File: config.mk
export PLATFORM = sky130hd
export DESIGN_NAME = htd_ctrl
export DESIGN_NICKNAME = d
export VERILOG_FILES = /design/src/rtl/htd_pkg.sv /design/src/rtl/htd_ctrl.sv
export SDC_FILE = /design/constraint.sdc
export NUM_CORES = 1
export LEC_CHECK = 0
export BUFFER_PORTS_ARGS = -buffer_cell sky130_fd_sc_hd__buf_2
export CORE_AREA = 3 3 40 42
export CTS_BUF_LIST = sky130_fd_sc_hd__clkbuf_4
export DETAILED_ROUTE_END_ITERATION = 7
export DIE_AREA = 0 0 43 45
export HOLD_SLACK_MARGIN = 0.08
export PLACE_DENSITY_LB_ADDON = 0.05
export SLEW_MARGIN = 20
export SYNTH_ARGS = -nofsm -noshare
export SYNTH_HDL_FRONTEND = slang
export SYNTH_SLANG_ARGS = --single-unit
export TNS_END_PERCENT = 50
File: constraint.sdc
create_clock -name clk -period 1.87 [get_ports clk]
set_clock_uncertainty 0.15 [all_clocks]
set_input_delay 0.0935 -clock clk [delete_from_list [all_inputs] [get_ports clk]]
set_output_delay 0.0935 -clock clk [all_outputs]
set_load 0.01 [all_outputs]
File: src/rtl/htd_pkg.sv
package htd_pkg;

	localparam int IDX_W = 9;
	localparam int SYM_W = 8;

	typedef enum logic {
		CMD_LOAD   = 1'b0,
		CMD_DECODE = 1'b1
	} cmd_code_t;

	typedef enum logic [1:0] {
		RES_NONE,
		RES_ERR,
		RES_SYM
	} res_kind_t;

	typedef struct packed {
		logic      load_wr;
		logic      rd_pos;
		logic      rd_child;
		logic      walk_clear;
		logic      walk_step;
		logic      out_wr;
		res_kind_t out_kind;
	} dp_cmd_t;

	typedef struct packed {
		logic node_leaf;
		logic out_free;
	} dp_stat_t;

endpackage

File: src/rtl/htd_ctrl.sv
module htd_ctrl (
	input  logic              clk,
	input  logic              arst_n,
	input  logic              in_valid,
	output logic              in_stall,
	input  logic              command,
	input  htd_pkg::dp_stat_t stat,
	output htd_pkg::dp_cmd_t  cmd
);

	typedef enum logic [1:0] {
		S_IDLE,
		S_LOAD,
		S_POS,
		S_NEXT
	} state_t;

	state_t state_q;
	logic   accept;

	assign accept   = in_valid && (state_q == S_IDLE);
	assign in_stall = (state_q != S_IDLE);

	always_comb begin
		cmd = '0;
		unique case (state_q)
			S_IDLE: begin
				if (accept) begin
					if (command == htd_pkg::CMD_LOAD) begin
						cmd.load_wr    = 1'b1;
						cmd.walk_clear = 1'b1;
					end else begin
						cmd.rd_pos = 1'b1;
					end
				end
			end
			S_LOAD: begin
				if (stat.out_free) begin
					cmd.out_wr   = 1'b1;
					cmd.out_kind = htd_pkg::RES_NONE;
				end
			end
			S_POS: begin
				if (stat.node_leaf) begin
					if (stat.out_free) begin
						cmd.out_wr     = 1'b1;
						cmd.out_kind   = htd_pkg::RES_ERR;
						cmd.walk_clear = 1'b1;
					end
				end else begin
					cmd.rd_child = 1'b1;
				end
			end
			S_NEXT: begin
				if (stat.out_free) begin
					cmd.out_wr = 1'b1;
					if (stat.node_leaf) begin
						cmd.out_kind   = htd_pkg::RES_SYM;
						cmd.walk_clear = 1'b1;
					end else begin
						cmd.out_kind  = htd_pkg::RES_NONE;
						cmd.walk_step = 1'b1;
					end
				end
			end
			default: begin
				cmd = '0;
			end
		endcase
	end

	always_ff @(posedge clk or negedge arst_n) begin
		if (!arst_n) begin
			state_q <= S_IDLE;
		end else begin
			unique case (state_q)
				S_IDLE: begin
					if (accept) begin
						state_q <= (command == htd_pkg::CMD_LOAD) ? S_LOAD : S_POS;
					end
				end
				S_LOAD: begin
					if (stat.out_free) begin
						state_q <= S_IDLE;
					end
				end
				S_POS: begin
					if (!stat.node_leaf) begin
						state_q <= S_NEXT;
					end else if (stat.out_free) begin
						state_q <= S_IDLE;
					end
				end
				S_NEXT: begin
					if (stat.out_free) begin
						state_q <= S_IDLE;
					end
				end
				default: begin
					state_q <= S_IDLE;
				end
			endcase
		end
	end

endmodule

==> impl_metrics.tcl <==
set metrics [dict create \
    status "finished, final reports clean" \
    relSlewSlack 0.790 \
    final_util 0.266 \
    cellLeakagePower_uw 0.000166 \
    dp_cells 51 \
    slew_violations 0 \
    rr_endpoint "state_q[0]" \
    cp.required_ns 1.63 \
    min_path_cells 3 \
    cts_setup_buffers 0 \
    port_buffers 14 \
    reg2reg_depth 2 \
    syn_area_per_cell_sq_um 8.32 \
    gp_congestion 0.626 \
    dr.pass1.iters 2 \
    dp_hpwl_um 428 \
    tritoncts_num_sinks 2 \
    setup_slack_ns 0.360 \
    vias 234 \
    critical_path_class "reg -> out" \
    antenna_found_initial 0 \
    synth_warnings 0 \
    grt_max_degree 10 \
    design_area_sq_um 342 \
    hold_path_class "in -> reg" \
    preCtsSetupSlack_ns 0.587 \
    grt_pass1_wl_um 966 \
    io_pins 15 \
    layout_common_cells "buf_2, dlygate4sd3_1, nand2_1, nor2_1, clkbuf_4" \
    synth-seq-area-share 0.261 \
    cts_made_buffers 3 \
    maxCapViolCount 0 \
    largest_register "state_q" \
    rsz0062_at_grt "no" \
    clk_pin_slew_ns 0.03 \
    ys_ff_latch 2 \
    syn_nets 29 \
    hold_buffers 5 \
    yosys.cell_types.count 14 \
    core_region_area_sq_um 1280 \
    hold_start "stat[1]" \
    hold_viol 0 \
    r2r_start "state_q[1]" \
    nNetsFinal 52 \
    cts_max_level 1 \
    max_freq_ghz 0.662 \
    ctsRootBufferMaster "clkbuf_4" \
    powerDensity_nw_per_um2 1120 \
    largest_reg_flops 2 \
    r2r_slack_ns 0.70 \
    die_area_sq_um 1940 \
    drc_errors 0 \
    hold_end "state_q[1]" \
    vias_per_cell 3.97 \
    fp-row-count 13 \
    die_x_um 43 \
    cts_resized 0 \
    grt_pass1_vias 207 \
    fin_crit_sh 0.808 \
    drtIter0Drc 3 \
    crit_path_max_fanout 9 \
    clkLatencyLatePin_ns 0.22 \
    finalCriticalPeriod_ns 1.51 \
    end_kind "output port" \
    fillers 143 \
    crit_arrival_ns 1.27 \
    fp.dieH_um 45 \
    area_delta_synth_final_pct 78.4 \
    initial_core_util 0.149 \
    ir_drop_mv 0.281 \
    drt-total-wl_um 600 \
    layout_commonest_cell "buf_2" \
    cts_tree "built" \
    placed_area_sq_um 269 \
    drtAntennaViolNets 0 \
    syn_inst 23 \
    cts_max_path_buffers 2 \
    drive_gt1_frac 0.409 \
    antenna_cells 0 \
    startpoint_type "flop" \
    grt_remaining_overflow 0 \
    worstMarginPinSlew_ns 0.315 \
    fin_tns_setup_ns 0 \
    top_regs "state_q x2" \
    wl_per_cell_um 10.2 \
    track_usage 0.0733 \
    finalSetupViolCount 0 \
    final_cells 59 \
    synth_area_sq_um 191 \
]
==> worst max-delay path, stage by stage (launching register included) <==
cell     delay [ns]
dfrtp_1        0.48
nor4b_4        0.32
a31o_1         0.13
buf_2          0.12
==> cells in the mapped netlist <==
cell       instances  area [sq um]
dfrtp_1            2          50.1
o21ai_0            1          5.00
nand2_1            4          15.0
o2bb2ai_1          1          8.76
nor2b_1            2          12.5
buf_6              1          11.3
o31a_1             1          8.76
nor3b_1            2          15.0
nor4b_4            1          23.8
a31o_1             1          8.76
or2_1              1          6.26
nand2b_1           1          6.26
nor2_1             4          15.0
a21oi_1            1          5.00
==> cells by family (layout without fill, tap and decap cells) <==
family / count (synthesis) / in the layout / synth area share
simple gates: 15 / 15 / 0.490
compound gates: 5 / 5 / 0.190
flops: 2 / 2 / 0.261
buf+inv: 1 / 22 / 0.0588
==> where the power goes <==
| part | leakage [uW] | switching (uW) | internal [uW] |
|---|---|---|---|
| logic | 0.000127 | 80.8 | 91.4 |
| clock network | 0.0000138 | 24.0 | 70.8 |
| registers | 0.0000247 | 53.1 | 63.4 |
| total | 0.000166 | 158 | 226 |
==> layout make-up <==
cell class	count	area, sq um	area share
Clock buffer	3	22.5	0.0659
Multi-Input combinational cell	20	130	0.381
Sequential cell	2	50.0	0.147
Tap cell	15	18.8	0.0549
Timing Repair Buffer	19	120	0.352
==> per-layer routing <==
layer	vias to the layer above	global-route usage	wire, um
met5	-	0	0
met1	98	0.104	283
met4	0	0.0723	0
li1	125	-	-
met2	11	0.0749	261
met3	0	0.0319	55
==> worst max-delay path by stage <==
stage,startpoint,endpoint,slack (ns),depth (start not counted)
after CTS,state_q[1],cmd[4],0.34,3
after global routing,state_q[1],cmd[4],0.26,3
after floorplan,state_q[1],cmd[4],0.62,3
after global placement,state_q[1],cmd[4],0.60,3
final,state_q[1],cmd[4],0.36,3
after detailed placement,state_q[1],cmd[4],0.59,3
==> stage by stage <==
step / hold WS, ns / total power [uW]
after global placement: -0.270 / 283
after global routing: 0.158 / 428
after CTS: 0.124 / 395
after detailed placement: -0.271 / 287
final: 0.135 / 383
after floorplan: -0.352 / 233
No activity file was read; power rests on OpenSTA's default activity.
